## src/hw/rtl/dmrc_pkg.sv

```systemverilog
// Package for the downmix and rate converter: shared constants, register
// codes, the back-end state type, queue status and the reciprocal table.
// No dependencies.
package dmrc_pkg;

  localparam int unsigned SAMPLE_W      = 16;
  localparam int unsigned CH_W          = 5;   // holds an effective channel count up to 16
  localparam int unsigned IN_RATE_W     = 17;
  localparam int unsigned OUT_RATE_W    = 16;
  localparam int unsigned CH_REG_W      = 4;
  localparam int unsigned ACC_W         = 18;
  localparam int unsigned CFG_IDX_W     = 2;
  localparam int unsigned CFG_DATA_W    = 17;
  localparam int unsigned DEF_MAX_CHANNELS = 8;
  localparam int unsigned QUEUE_DEPTH   = 4;
  localparam int unsigned MAX_COPIES    = 6;
  localparam int unsigned COPY_CNT_W    = 3;
  localparam int unsigned RECIP_W       = 24;
  // Quotient = (|sum| * ceil(2^23 / c)) >> 23 is exact for |sum| < 2^19, c <= 16.
  localparam int unsigned RECIP_SHIFT   = 23;

  localparam logic [IN_RATE_W-1:0]  RST_SRC_RATE  = 17'd44100;
  localparam logic [OUT_RATE_W-1:0] RST_DST_RATE  = 16'd48000;
  localparam logic [CH_REG_W-1:0]   RST_CHANNELS  = 4'd2;

  typedef enum logic [CFG_IDX_W-1:0] {
    REG_SRC_RATE      = 2'd0,
    REG_DST_RATE      = 2'd1,
    REG_CHANNEL_COUNT = 2'd2
  } cfg_reg_t;

  typedef enum logic [1:0] {
    BK_IDLE,
    BK_MUL,
    BK_EMIT,
    BK_MOD
  } back_state_t;

  typedef struct packed {
    logic full;
    logic empty;
  } queue_stat_t;

  // A channel count of zero acts as one; above the build limit it is clamped.
  function automatic logic [CH_W-1:0] eff_chans(input logic [CH_REG_W-1:0] c,
                                                input int unsigned maxc);
    logic [CH_W-1:0] r;
    r = (c == '0) ? CH_W'(1) : CH_W'(c);
    if (32'(r) > maxc) r = CH_W'(maxc);
    return r;
  endfunction

  function automatic logic [RECIP_W-1:0] recip(input logic [CH_W-1:0] c);
    logic [RECIP_W-1:0] m;
    case (c)
      5'd2:    m = 24'd4194304;
      5'd3:    m = 24'd2796203;
      5'd4:    m = 24'd2097152;
      5'd5:    m = 24'd1677722;
      5'd6:    m = 24'd1398102;
      5'd7:    m = 24'd1198373;
      5'd8:    m = 24'd1048576;
      5'd9:    m = 24'd932068;
      5'd10:   m = 24'd838861;
      5'd11:   m = 24'd762601;
      5'd12:   m = 24'd699051;
      5'd13:   m = 24'd645278;
      5'd14:   m = 24'd599187;
      5'd15:   m = 24'd559241;
      5'd16:   m = 24'd524288;
      default: m = 24'd8388608;
    endcase
    return m;
  endfunction

endpackage

```

## src/hw/rtl/dmrc_front.sv

```systemverilog
// Front end of the downmix and rate converter: accepts interleaved samples,
// sums each frame and pushes completed frame sums into the queue.
// Depends on dmrc_pkg.
module dmrc_front #(
  parameter int unsigned MAX_CHANNELS = dmrc_pkg::DEF_MAX_CHANNELS,
  parameter int unsigned SUM_W        = dmrc_pkg::SAMPLE_W + $clog2(MAX_CHANNELS)
) (
  input  logic                                 clk,
  input  logic                                 rst_n,
  input  logic                                 clear,
  input  logic [dmrc_pkg::CH_REG_W-1:0]        channel_count,
  input  logic                                 in_tvalid,
  output logic                                 in_tready,
  input  logic [dmrc_pkg::SAMPLE_W-1:0]        in_tdata,
  input  logic                                 in_tlast,
  input  dmrc_pkg::queue_stat_t                q_stat,
  output logic                                 push,
  output logic [SUM_W-1:0]                     push_data
);
  import dmrc_pkg::*;

  localparam int unsigned IDX_W = $clog2(MAX_CHANNELS + 1);

  logic signed [SUM_W-1:0] sum_r, sum_nxt, sum_add;
  logic [IDX_W-1:0]        idx_r, idx_nxt;
  logic [CH_W-1:0]         chans;
  logic                    accept, frame_done;
  logic signed [SAMPLE_W-1:0] sample;

  assign chans      = eff_chans(channel_count, MAX_CHANNELS);
  assign in_tready  = !q_stat.full;
  assign accept     = in_tvalid && in_tready;
  assign sample     = signed'(in_tdata);
  assign sum_add    = sum_r + SUM_W'(sample);
  assign frame_done = (CH_W'(idx_r) + CH_W'(1)) >= chans;
  assign push       = accept && frame_done;
  assign push_data  = sum_add;

  always_comb begin
    sum_nxt = sum_r;
    idx_nxt = idx_r;
    if (accept) begin
      // A block end drops an unfinished frame.
      if (frame_done || in_tlast) begin
        sum_nxt = '0;
        idx_nxt = '0;
      end else begin
        sum_nxt = sum_add;
        idx_nxt = idx_r + IDX_W'(1);
      end
    end
  end

  always_ff @(posedge clk) begin
    if (!rst_n || clear) begin
      sum_r <= '0;
      idx_r <= '0;
    end else begin
      sum_r <= sum_nxt;
      idx_r <= idx_nxt;
    end
  end

endmodule

```

## src/hw/rtl/dmrc_queue.sv

```systemverilog
// Short queue of completed frame sums between front and back end.
// Depends on dmrc_pkg.
module dmrc_queue #(
  parameter int unsigned WIDTH = dmrc_pkg::SAMPLE_W,
  parameter int unsigned DEPTH = dmrc_pkg::QUEUE_DEPTH
) (
  input  logic                  clk,
  input  logic                  rst_n,
  input  logic                  push,
  input  logic [WIDTH-1:0]      push_data,
  input  logic                  pop,
  output logic [WIDTH-1:0]      head,
  output dmrc_pkg::queue_stat_t stat
);
  import dmrc_pkg::*;

  localparam int unsigned PTR_W = (DEPTH > 1) ? $clog2(DEPTH) : 1;
  localparam int unsigned CNT_W = $clog2(DEPTH + 1);

  logic [WIDTH-1:0] entries [DEPTH];
  logic [PTR_W-1:0] wr_r, rd_r;
  logic [CNT_W-1:0] cnt_r;

  function automatic logic [PTR_W-1:0] ptr_inc(input logic [PTR_W-1:0] p);
    return (32'(p) == DEPTH - 1) ? '0 : p + PTR_W'(1);
  endfunction

  assign head       = entries[rd_r];
  assign stat.full  = (32'(cnt_r) == DEPTH);
  assign stat.empty = (cnt_r == '0);

  always_ff @(posedge clk) begin
    if (push) entries[wr_r] <= push_data;
  end

  always_ff @(posedge clk) begin
    if (!rst_n) begin
      wr_r  <= '0;
      rd_r  <= '0;
      cnt_r <= '0;
    end else begin
      if (push) wr_r <= ptr_inc(wr_r);
      if (pop)  rd_r <= ptr_inc(rd_r);
      if (push && !pop)      cnt_r <= cnt_r + CNT_W'(1);
      else if (pop && !push) cnt_r <= cnt_r - CNT_W'(1);
    end
  end

endmodule

```

## src/hw/rtl/dmrc_back.sv

```systemverilog
// Back end of the downmix and rate converter: divides each frame sum by the
// channel count, steps the rate accumulator and emits the output copies.
// Depends on dmrc_pkg.
module dmrc_back #(
  parameter int unsigned MAX_CHANNELS = dmrc_pkg::DEF_MAX_CHANNELS,
  parameter int unsigned SUM_W        = dmrc_pkg::SAMPLE_W + $clog2(MAX_CHANNELS)
) (
  input  logic                              clk,
  input  logic                              rst_n,
  input  logic                              clear,
  input  logic [dmrc_pkg::IN_RATE_W-1:0]    src_rate,
  input  logic [dmrc_pkg::OUT_RATE_W-1:0]   dst_rate,
  input  logic [dmrc_pkg::CH_REG_W-1:0]     channel_count,
  input  dmrc_pkg::queue_stat_t             q_stat,
  input  logic [SUM_W-1:0]                  head,
  output logic                              pop,
  output logic                              out_tvalid,
  input  logic                              out_tready,
  output logic [dmrc_pkg::SAMPLE_W-1:0]     out_tdata,   // mono_out
  output logic                              out_tlast    // run_last
);
  import dmrc_pkg::*;

  localparam int unsigned PROD_W = SUM_W + RECIP_W;
  localparam int unsigned MOD_CNT_W = $clog2(ACC_W);

  back_state_t            state_r, state_nxt;
  logic [ACC_W-1:0]       acc_r, acc_nxt;
  logic [SUM_W-1:0]       mag_r, mag_nxt;
  logic                   neg_r, neg_nxt;
  logic [PROD_W-1:0]      prod_r, prod_nxt;
  logic [COPY_CNT_W-1:0]  cnt_r, cnt_nxt;
  logic [IN_RATE_W-1:0]   rem_r, rem_nxt;
  logic [MOD_CNT_W-1:0]   bit_r, bit_nxt;
  logic                   ovld_r, ovld_nxt;
  logic [SAMPLE_W-1:0]    odata_r, odata_nxt;
  logic                   olast_r, olast_nxt;

  logic [ACC_W-1:0]       in_ext, acc_sub, rem_shift;
  logic                   acc_ge, out_free;
  logic [SAMPLE_W-1:0]    quot, mono;

  assign in_ext    = ACC_W'(src_rate);
  assign acc_ge    = (src_rate != '0) && (acc_r >= in_ext);
  assign acc_sub   = acc_r - in_ext;
  assign out_free  = !ovld_r || out_tready;
  assign quot      = prod_r[RECIP_SHIFT +: SAMPLE_W];
  assign mono      = neg_r ? (SAMPLE_W'(0) - quot) : quot;
  assign rem_shift = {rem_r, acc_r[ACC_W-1]};

  assign out_tvalid = ovld_r;
  assign out_tdata  = odata_r;
  assign out_tlast  = olast_r;

  always_comb begin
    state_nxt = state_r;
    acc_nxt   = acc_r;
    mag_nxt   = mag_r;
    neg_nxt   = neg_r;
    prod_nxt  = prod_r;
    cnt_nxt   = cnt_r;
    rem_nxt   = rem_r;
    bit_nxt   = bit_r;
    odata_nxt = odata_r;
    olast_nxt = olast_r;
    ovld_nxt  = ovld_r && !out_tready;
    pop       = 1'b0;
    unique case (state_r)
      BK_IDLE: begin
        if (!q_stat.empty) begin
          pop     = 1'b1;
          neg_nxt = head[SUM_W-1];
          mag_nxt = head[SUM_W-1] ? (SUM_W'(0) - head) : head;
          acc_nxt = (src_rate == '0) ? '0 : acc_r + ACC_W'(dst_rate);
          state_nxt = BK_MUL;
        end
      end
      BK_MUL: begin
        prod_nxt  = PROD_W'(mag_r) * PROD_W'(recip(eff_chans(channel_count, MAX_CHANNELS)));
        cnt_nxt   = '0;
        state_nxt = BK_EMIT;
      end
      BK_EMIT: begin
        if (!acc_ge) begin
          state_nxt = BK_IDLE;
        end else if (32'(cnt_r) == MAX_COPIES) begin
          // Copies beyond the limit are dropped: reduce the accumulator modulo
          // the input rate, one bit per cycle.
          rem_nxt   = '0;
          bit_nxt   = '0;
          state_nxt = BK_MOD;
        end else if (out_free) begin
          acc_nxt   = acc_sub;
          ovld_nxt  = 1'b1;
          odata_nxt = mono;
          olast_nxt = (acc_sub < in_ext) || (32'(cnt_r) == MAX_COPIES - 1);
          cnt_nxt   = cnt_r + COPY_CNT_W'(1);
        end
      end
      BK_MOD: begin
        rem_nxt = (rem_shift >= in_ext) ? IN_RATE_W'(rem_shift - in_ext)
                                        : IN_RATE_W'(rem_shift);
        acc_nxt = {acc_r[ACC_W-2:0], 1'b0};
        bit_nxt = bit_r + MOD_CNT_W'(1);
        if (32'(bit_r) == ACC_W - 1) begin
          acc_nxt   = ACC_W'(rem_nxt);
          state_nxt = BK_IDLE;
        end
      end
      default: state_nxt = BK_IDLE;
    endcase
    if (clear) acc_nxt = '0;
  end

  always_ff @(posedge clk) begin
    if (!rst_n) begin
      state_r <= BK_IDLE;
      acc_r   <= '0;
      ovld_r  <= 1'b0;
      cnt_r   <= '0;
      bit_r   <= '0;
    end else begin
      state_r <= state_nxt;
      acc_r   <= acc_nxt;
      ovld_r  <= ovld_nxt;
      cnt_r   <= cnt_nxt;
      bit_r   <= bit_nxt;
    end
  end

  always_ff @(posedge clk) begin
    mag_r   <= mag_nxt;
    neg_r   <= neg_nxt;
    prod_r  <= prod_nxt;
    rem_r   <= rem_nxt;
    odata_r <= odata_nxt;
    olast_r <= olast_nxt;
  end

endmodule

```

## src/hw/rtl/downmix_and_rate_convert.sv

```systemverilog
// Downmix and rate converter, top level: configuration registers, front end,
// frame queue and back end. Depends on dmrc_pkg and the dmrc_* modules.
// A frame sum is queued; its magnitude, product and copies are then registered,
// and a copy may wait for out_tready. Throughput: one sample per cycle into the
// front while the queue is not full; the back end takes one frame at a time.
// Synchronous reset (rst_n low) restores defaults and clears the control state.
module downmix_and_rate_convert #(
  parameter int unsigned MAX_CHANNELS = dmrc_pkg::DEF_MAX_CHANNELS
) (
  input  logic                              clk,
  input  logic                              rst_n,
  input  logic                              cfg_we,
  input  logic [dmrc_pkg::CFG_IDX_W-1:0]    cfg_index,
  input  logic [dmrc_pkg::CFG_DATA_W-1:0]   cfg_wdata,
  input  logic                              in_tvalid,
  output logic                              in_tready,
  input  logic [dmrc_pkg::SAMPLE_W-1:0]     in_tdata,   // sample_in
  input  logic                              in_tlast,   // block_end
  output logic                              out_tvalid,
  input  logic                              out_tready,
  output logic [dmrc_pkg::SAMPLE_W-1:0]     out_tdata,  // mono_out
  output logic                              out_tlast   // run_last
);
  import dmrc_pkg::*;

  localparam int unsigned SUM_W = SAMPLE_W + $clog2(MAX_CHANNELS);

  logic [IN_RATE_W-1:0]  src_rate_r;
  logic [OUT_RATE_W-1:0] dst_rate_r;
  logic [CH_REG_W-1:0]   channels_r;
  logic                  clear;
  logic                  push, pop;
  logic [SUM_W-1:0]      push_data, head;
  queue_stat_t           q_stat;

  always_comb begin
    unique case (cfg_index)
      REG_SRC_RATE, REG_DST_RATE, REG_CHANNEL_COUNT: clear = cfg_we;
      default: clear = 1'b0;
    endcase
  end

  always_ff @(posedge clk) begin
    if (!rst_n) begin
      src_rate_r <= RST_SRC_RATE;
      dst_rate_r <= RST_DST_RATE;
      channels_r <= RST_CHANNELS;
    end else if (cfg_we) begin
      unique case (cfg_index)
        REG_SRC_RATE:      src_rate_r <= cfg_wdata[IN_RATE_W-1:0];
        REG_DST_RATE:      dst_rate_r <= cfg_wdata[OUT_RATE_W-1:0];
        REG_CHANNEL_COUNT: channels_r <= cfg_wdata[CH_REG_W-1:0];
        default: ;
      endcase
    end
  end

  dmrc_front #(.MAX_CHANNELS(MAX_CHANNELS), .SUM_W(SUM_W)) u_front (
    .clk          (clk),
    .rst_n        (rst_n),
    .clear        (clear),
    .channel_count(channels_r),
    .in_tvalid    (in_tvalid),
    .in_tready    (in_tready),
    .in_tdata     (in_tdata),
    .in_tlast     (in_tlast),
    .q_stat       (q_stat),
    .push         (push),
    .push_data    (push_data)
  );

  dmrc_queue #(.WIDTH(SUM_W), .DEPTH(QUEUE_DEPTH)) u_queue (
    .clk      (clk),
    .rst_n    (rst_n),
    .push     (push),
    .push_data(push_data),
    .pop      (pop),
    .head     (head),
    .stat     (q_stat)
  );

  dmrc_back #(.MAX_CHANNELS(MAX_CHANNELS), .SUM_W(SUM_W)) u_back (
    .clk          (clk),
    .rst_n        (rst_n),
    .clear        (clear),
    .src_rate     (src_rate_r),
    .dst_rate     (dst_rate_r),
    .channel_count(channels_r),
    .q_stat       (q_stat),
    .head         (head),
    .pop          (pop),
    .out_tvalid   (out_tvalid),
    .out_tready   (out_tready),
    .out_tdata    (out_tdata),
    .out_tlast    (out_tlast)
  );

  a_no_overflow: assert property (@(posedge clk) disable iff (!rst_n)
    push |-> !q_stat.full) else $error("frame queue overflow");

  a_no_underflow: assert property (@(posedge clk) disable iff (!rst_n)
    pop |-> !q_stat.empty) else $error("frame queue underflow");

  a_reset_quiet: assert property (@(posedge clk)
    !rst_n |=> !out_tvalid) else $error("output valid right after reset");

  a_zero_rate_silent: assert property (@(posedge clk) disable iff (!rst_n)
    (src_rate_r == '0) && !out_tvalid |=> !out_tvalid)
    else $error("copy emitted with zero input rate");

endmodule
```

## config.mk

```make
export PLATFORM = sky130hd
export DESIGN_NAME = downmix_and_rate_convert
export DESIGN_NICKNAME = d
export VERILOG_FILES = /design/src/hw/rtl/dmrc_pkg.sv /design/src/hw/rtl/dmrc_front.sv /design/src/hw/rtl/dmrc_queue.sv /design/src/hw/rtl/dmrc_back.sv /design/src/hw/rtl/downmix_and_rate_convert.sv
export SDC_FILE = /design/constraint.sdc
export NUM_CORES = 1
export LEC_CHECK = 0
export ABC_AREA = 1
export BUFFER_PORTS_ARGS = -buffer_cell sky130_fd_sc_hd__buf_4
export CORE_ASPECT_RATIO = 0.6
export CORE_UTILIZATION = 55
export CTS_CLUSTER_SIZE = 14
export DETAILED_ROUTE_END_ITERATION = 8
export GPL_TIMING_DRIVEN = 0
export PLACE_DENSITY = 0.78
export RECOVER_POWER = 100
export SLEW_MARGIN = 5
export SYNTH_ARGS = -nofsm -noshare
export SYNTH_HDL_FRONTEND = slang
export SYNTH_SLANG_ARGS = --single-unit
```

## constraint.sdc

```tcl
create_clock -name clk -period 10.05 [get_ports clk]
set_input_delay 0.5025 -clock clk [delete_from_list [all_inputs] [get_ports clk]]
set_output_delay 0.5025 -clock clk [all_outputs]
set_load 0.02 [all_outputs]
```

==> metrics, run 1 <==
HPWL Detailed ~79 mm; number of design-rule violations left by the first detailed-router iteration roughly 2,800; portion of netlist area occupied by mux cells 0%; post-CTS setup buffer count 0; worst hold path class primary input to register; DIE AREA around 54,000 µm²; Ports 60; Critical Setup Path Class register to register; gr busiest metal met1; Total Wirelength roughly 96 mm; setup total negative slack 0 ns; wire length of the first global-routing pass ~150 mm; Worst Setup Slack post-DPL between 0.5 and 0.6 ns; most frequent cell on the critical path sky130_fd_sc_hd__inv_1; RSZ-0062 raised after global routing false; PD cells 345 nW/µm²; largest fanout on the critical path 10; met1 Resource Use GR 54.9%; post-CTS resize count 0; via count of the first global-routing pass ~24,000; share of synthesized cell area in and, or, nand and nor gates 21.1%; commonest non-fill, non-tap cell in the layout sky130_fd_sc_hd__nand2_1; proportion of netlist area held by the largest area contributor 25.5%; top achievable clock speed ~0.10 GHz; total placed cells including tap cells between 4,000 and 5,000; IO buf count 58; reported max-cap violation count 0; slack of the critical path 0.376 ns; Hold Fails Final Rpt 0; vertical die dimension 180 µm; ANT nets after route 0; antenna violations before repair 0; combinational family with the most area after synthesis adder cells; CTS Root Buffer Type sky130_fd_sc_hd__clkbuf_16; number of nets in the layout 4,425; adder and majority cell fraction of the synthesized area 34.6%; syn nets about 4,300; synth top area cells sky130_fd_sc_hd__fa_1 26%, sky130_fd_sc_hd__edfxtp_1 15%, sky130_fd_sc_hd__nand2_1 10%, sky130_fd_sc_hd__inv_1 9.8%, sky130_fd_sc_hd__ha_1 9.0%; post-synthesis instance total about 3,700; Leakage Power roughly 15 nW; sum of internal, switching and leakage power roughly 0.011 W; relative max-transition margin about 8.6%; Yosys warning count 0; share of the synthesized area in compound gates (AO/OA/AOI/OAI) 8.20%; outcome finished clean; source-to-sink clock delay at the later pin of the worst-skew pair 0.56 ns; startpoint types register; vias post-DR between 20,000 and 30,000; worst-case clock skew 0.0255 ns; clk slew on worst S/H paths around 0.070 ns; data arrival time at the worst-slack endpoint between 9 and 10 ns; DR pass1 iterations 6; number of distinct library cells after synthesis between 50 and 60; Avg Inst Size Synth 7.86 µm²; flip-flop and latch count after synthesis approximately 240; cell accounting for the most synthesized area sky130_fd_sc_hd__fa_1; sequential element share of the synthesized area 21.7%; initial core utilization a little under three fifths; WHS roughly 0.17 ns; final clock period utilization by the worst path between 90% and 100%; data required time at the worst endpoint 10.36 ns; placeable core region roughly 52,000 µm²; post-layout min period roughly 9.7 ns; Cell Rows 64; number of diodes 0; DRC 0; post-synthesis to final-layout area growth 6.75%; worst vdd rail ir drop about 0.33 mV; worst slew pin tran ~1.4 ns; via/cell ratio 5.60; cell type of the slowest stage on the worst timing path sky130_fd_sc_hd__clkbuf_1; routed len/inst 21.3 µm; buffer depth of the longest clock path 3; Mapped Area 29,200 µm²; total number of clock tree sinks 244; top library cells by usage in the layout, fill and taps aside 808 x sky130_fd_sc_hd__nand2_1, 761 x sky130_fd_sc_hd__inv_1, 437 x sky130_fd_sc_hd__nor2_1; global routing usage on met3 21.3%; ratio of cells with drive above 1 in the final layout under 10%; number of filler instances in the final layout about 4,800; number of flops mapped to enable cells by yosys 146; Reg area between 6000 and 7000 µm²; TritonCTS clock tree done; Largest stage delay, worst path approximately 0.8 ns; Post-CTS Hold Buffers 0; endpoint class of the critical path register; number of cells in the finished layout apart from fillers ~4,500; GRT met2 Usage between 40 and 50%; async set-or-reset flop fraction in the synthesized netlist 0%; number of CTS-inserted buffers 24; CTS H-tree lvls 1; fin. max-slew vios 0; primary flip-flop cell chosen by synthesis mapping sky130_fd_sc_hd__edfxtp_1; Setup-failing EPs final 0; multi-input logic area 19,400 µm²; overflow left after global routing 0; post-synthesis xor/xnor area fraction around 2.6%; width of the die ~300 µm; Final GP Congestion between 1 and 1.5; pin count of the biggest net entering global routing 24; GRT Util Overall between 30 and 40%
[layout make-up]
| class | count | share of cell area (%) |
|---|---|---|
| Clock inverter | 11 | 0.406 |
| Sequential cell | 244 | 20.4 |
| Buffer | 97 | 1.49 |
| Timing Repair Buffer | 64 | 1.23 |
| Inverter | 783 | 9.48 |
| Multi-Input combinational cell | 2587 | 62.2 |
| Clock buffer | 33 | 2.07 |
| Tap cell | 693 | 2.78 |
[power by group]
| part | internal (W) | total [W] | switching [W] |
|---|---|---|---|
| Combinational | 0.00259 | 0.00820 | 0.00561 |
| Sequential | 0.00143 | 0.00162 | 0.000188 |
| Clock | 0.000506 | 0.000921 | 0.000415 |
| Total | 0.00452 | 0.0107 | 0.00622 |
[worst max-delay path: cells and delay by family, from the launching register on]
kind | cells | cell delay (ns)
AND/OR/NAND/NOR | 7 | 1.33
buffers and inverters | 12 | 2.64
adder cells (fa/ha/maj) | 8 | 3.53
XOR/XNOR | 1 | 0.17
AO/OA/AOI/OAI | 5 | 1.37
flip-flops | 1 | 0.38
[worst paths after layout]
kind	from	endpoint	slack [ns]	depth (start not counted)
setup / recovery	channels_r[2]$_SDFFE_PN0P_	u_back.prod_r[37]$_DFFE_PN_	0.38	33
hold / removal	cfg_wdata[15]	dst_rate_r[15]$_SDFFE_PN1P_	0.17	3
setup reg to reg	channels_r[2]$_SDFFE_PN0P_	u_back.prod_r[37]$_DFFE_PN_	0.38	33
hold reg to reg	u_front.sum_r[2]$_SDFFE_PP0P_	u_front.sum_r[2]$_SDFFE_PP0P_	0.47	2
[cells in the mapped netlist, types with 7 or more instances]
cell type,number
sky130_fd_sc_hd__nand2_1,807
sky130_fd_sc_hd__inv_1,760
sky130_fd_sc_hd__nor2_1,435
sky130_fd_sc_hd__fa_1,372
sky130_fd_sc_hd__ha_1,211
sky130_fd_sc_hd__a21oi_1,186
sky130_fd_sc_hd__edfxtp_1,146
sky130_fd_sc_hd__o21ai_0,134
sky130_fd_sc_hd__nand3_1,122
sky130_fd_sc_hd__dfxtp_1,98
sky130_fd_sc_hd__clkbuf_1,61
sky130_fd_sc_hd__xor2_1,52
sky130_fd_sc_hd__xnor2_1,35
sky130_fd_sc_hd__nand4_1,30
sky130_fd_sc_hd__nor3_1,20
sky130_fd_sc_hd__o211ai_1,20
sky130_fd_sc_hd__buf_2,16
sky130_fd_sc_hd__a21o_1,15
sky130_fd_sc_hd__buf_6,13
sky130_fd_sc_hd__nand3b_1,13
sky130_fd_sc_hd__nand2_2,12
sky130_fd_sc_hd__a31oi_1,11
sky130_fd_sc_hd__clkinv_1,10
sky130_fd_sc_hd__nor2_2,10
sky130_fd_sc_hd__o21bai_1,10
sky130_fd_sc_hd__inv_2,9
sky130_fd_sc_hd__nor4_1,9
sky130_fd_sc_hd__o21a_1,9
sky130_fd_sc_hd__o22a_1,9
sky130_fd_sc_hd__and2_1,8
sky130_fd_sc_hd__or2_2,8
sky130_fd_sc_hd__o21ai_1,7
[metrics by stage]
stage               utilization, %  area (µm²)
floorplan                        -       29200
global placement              59.0       30500
detailed placement            59.3       30600
CTS                           60.8       31400
global route                  60.3       31200
finish                        60.3       31200
[flip-flops by register name (all words and copies together), names as in the netlist, 3 cells and up, named ones only]
name / count
channels_r: 4
dst_rate_r: 16
src_rate_r: 17
u_back.acc_r: 18
u_back.bit_r: 5
u_back.cnt_r: 3
u_back.mag_r: 19
u_back.out_tdata: 16
u_back.prod_r: 16
u_back.rem_r: 17
u_front.idx_r: 4
u_front.sum_r: 19
u_queue.cnt_r: 3
u_queue.entries: 76
[cell families after synthesis]
| logic type | after synthesis |
|---|---|
| DFF | 244 |
| xor gates and xnor gates | 87 |
| AOI/OAI and AO/OA | 426 |
| adders and majority gates | 583 |
| buffers and inverters | 881 |
| and+or+nand+nor | 1491 |
[metal layers]
metal / vias up / wire [µm]
met3: 120 / 17700
met1: 12000 / 43100
met2: 1558 / 33700
met4: 6 / 1220
li1: 11600 / -
met5: - / 346
Power figures use the tool's default switching activity.
==> run 2, diff against run 1 <==
- MAX_ROUTING_LAYER: unset -> met4
- PLACE_DENSITY: 0.78 -> 0.71
==> run 2 against run 1 <==
Net effect:
- final area grew 0.18%
- clock skew grew 0.0028 ns
- largest cell class unchanged
- highest routed layer is now met4
- via count shrank 1.3%
- fmax shrank 0.50%
- critical path depth shrank 2
- cell count is essentially flat
- sequential share of layout area is essentially flat
- routed wire length shrank 3.4%
- global-route usage shrank 0.052 points
- first-iteration DRC count grew 6.3%
==> metrics, run 2 (same netlist as run 1, synthesis figures left out) <==
Ports 60 (unchanged); Total Wirelength 92.8 mm (was 96.1 mm); post-CTS setup buffer count 0 (unchanged); Critical Setup Path Class register to register (unchanged); data arrival time at the worst-slack endpoint 10.04 ns (was 9.98 ns); final design area excluding fillers 31,200 µm² (about the same); endpoint class of the critical path register (unchanged); vertical die dimension 180 µm (unchanged); Largest stage delay, worst path 1.13 ns (was 0.78 ns); Cell Rows 64 (unchanged); largest fanout on the critical path 10 (unchanged); source-to-sink clock delay at the later pin of the worst-skew pair 0.57 ns (was 0.56 ns); PD cells 346 nW/µm² (was 345 nW/µm²); CTS H-tree lvls 1 (unchanged); number of nets in the layout 4,426 (was 4,425); DRC 0 (unchanged); top achievable clock speed 0.103 GHz (about the same); slack of the critical path 0.327 ns (was 0.376 ns); Hold Fails Final Rpt 0 (unchanged); worst slew pin tran 1.47 ns (was 1.37 ns); Worst Setup Slack post-DPL 0.776 ns (was 0.550 ns); commonest non-fill, non-tap cell in the layout sky130_fd_sc_hd__nand2_1 (unchanged); ANT nets after route 0 (unchanged); post-layout min period 9.72 ns (was 9.67 ns); outcome finished clean (unchanged); flip-flop count of the largest register, all copies and words added 76 (unchanged); via count of the first global-routing pass 23,900 (was 24,300); RSZ-0062 raised after global routing false (unchanged); worst-case clock skew 0.0283 ns (was 0.0255 ns); routed len/inst 20.6 µm (was 21.3 µm); HPWL Detailed 76.6 mm (was 79.1 mm); Setup-failing EPs final 0 (unchanged); number of CTS-inserted buffers 25 (was 24); Final GP Congestion 1.11 (about the same); total cell area at the placement stage 30,600 µm² (about the same); wire length of the first global-routing pass 143 mm (was 147 mm); Leakage Power 15.5 nW (was 15.4 nW); DIE AREA 54,000 µm² (unchanged); total number of clock tree sinks 244 (unchanged); IO buf count 58 (unchanged); post-synthesis to final-layout area growth 6.95% (was 6.75%); number of design-rule violations left by the first detailed-router iteration 2,986 (was 2,809); post-CTS resize count 0 (unchanged); fin. max-slew vios 0 (unchanged); initial core utilization 56.5% (unchanged); startpoint types register (unchanged); reported max-cap violation count 0 (unchanged); worst hold path class primary input to register (unchanged); largest register by flop count u_queue.entries (unchanged); registers with the highest flip-flop counts u_queue.entries x76, u_back.mag_r x19, u_front.sum_r x19 (unchanged); Buf/Inv on CP 9 (was 12); pin count of the biggest net entering global routing 24 (unchanged); overflow left after global routing 0 (unchanged); TritonCTS clock tree done (unchanged); ratio of cells with drive above 1 in the final layout 4.08% (was 4.01%); dominant delay contributor by cell family on the critical path adder cells (unchanged); vias post-DR 25,000 (was 25,300); Post-CTS Hold Buffers 0 (unchanged); setup total negative slack 0 ns (unchanged); data required time at the worst endpoint 10.37 ns (was 10.36 ns); worst vdd rail ir drop 0.352 mV (was 0.330 mV); number of diodes 0 (unchanged); placeable core region 51,600 µm² (unchanged); cell type of the slowest stage on the worst timing path sky130_fd_sc_hd__a21oi_1 (was sky130_fd_sc_hd__clkbuf_1); top library cells by usage in the layout, fill and taps aside 810 x sky130_fd_sc_hd__nand2_1, 762 x sky130_fd_sc_hd__inv_1, 438 x sky130_fd_sc_hd__nor2_1 (was 808 x sky130_fd_sc_hd__nand2_1, 761 x sky130_fd_sc_hd__inv_1, 437 x sky130_fd_sc_hd__nor2_1); antenna violations before repair 1 (was 0); CTS Root Buffer Type sky130_fd_sc_hd__clkbuf_16 (unchanged); DR pass1 iterations 6 (unchanged); width of the die 299 µm (unchanged); relative max-transition margin 1.92% (was 8.60%); GRT Util Overall 36.3% (was 36.4%); R2R setup slack 0.33 ns (was 0.38 ns); final clock period utilization by the worst path 96.7% (was 96.3%); buffer depth of the longest clock path 3 (unchanged); via/cell ratio 5.53 (was 5.60); clk slew on worst S/H paths 0.07 ns (about the same)
==> run 2: stage by stage <==
stage	total power (W)	hold slack, ns	std cells	util (%)
after floorplan	0.00685	0.435	3712	-
after global placement	0.00935	0.459	4463	59.0
after detailed placement	0.00938	0.462	4468	59.2
after CTS	0.0105	0.158	4514	60.8
after global routing	0.0118	0.175	4514	60.4
final	0.0108	0.172	4514	60.4
==> run 2: final timing paths <==
path / cells past startpoint / to / from
hold reg to reg: 2 / u_front.sum_r[4]$_SDFFE_PP0P_ / u_front.sum_r[4]$_SDFFE_PP0P_
setup / recovery: 31 / u_back.prod_r[36]$_DFFE_PN_ / channels_r[2]$_SDFFE_PN0P_
hold / removal: 3 / dst_rate_r[11]$_SDFFE_PN1P_ / cfg_wdata[11]
setup reg to reg: 31 / u_back.prod_r[36]$_DFFE_PN_ / channels_r[2]$_SDFFE_PN0P_
==> run 2: tightest hold or removal path, stage by stage <==
cell	delay, ns
sky130_fd_sc_hd__buf_4	0.09
sky130_fd_sc_hd__nand2_1	0.04
sky130_fd_sc_hd__nand3_1	0.06
==> run 2: layer usage <==
metal	vias up	part of all wire (%)	wire length (µm)	global-route usage [%]
met5	-	0	0	-
li1	11600	-	-	-
met4	0	1.4	1300	4.57
met2	1429	35	32200	42.7
met1	11800	45	42200	53.9
met3	105	18	17000	20.0
==> run 2: final cells by class <==
type / instances / area [µm²]
tap: 693 / 867
sequential: 244 / 6350
fill: 4797 / 20400
inverter: 783 / 2950
clock buffer: 37 / 761
multi-input combinational: 2587 / 19400
timing repair buffer: 63 / 379
buffer: 98 / 465
clock inverter: 9 / 87.6
==> run 2: power breakdown <==
part / internal [W] / switching (W) / total (W)
clock network: 0.000555 / 0.000414 / 0.000969
logic: 0.00259 / 0.00561 / 0.00820
registers: 0.00143 / 0.000189 / 0.00162
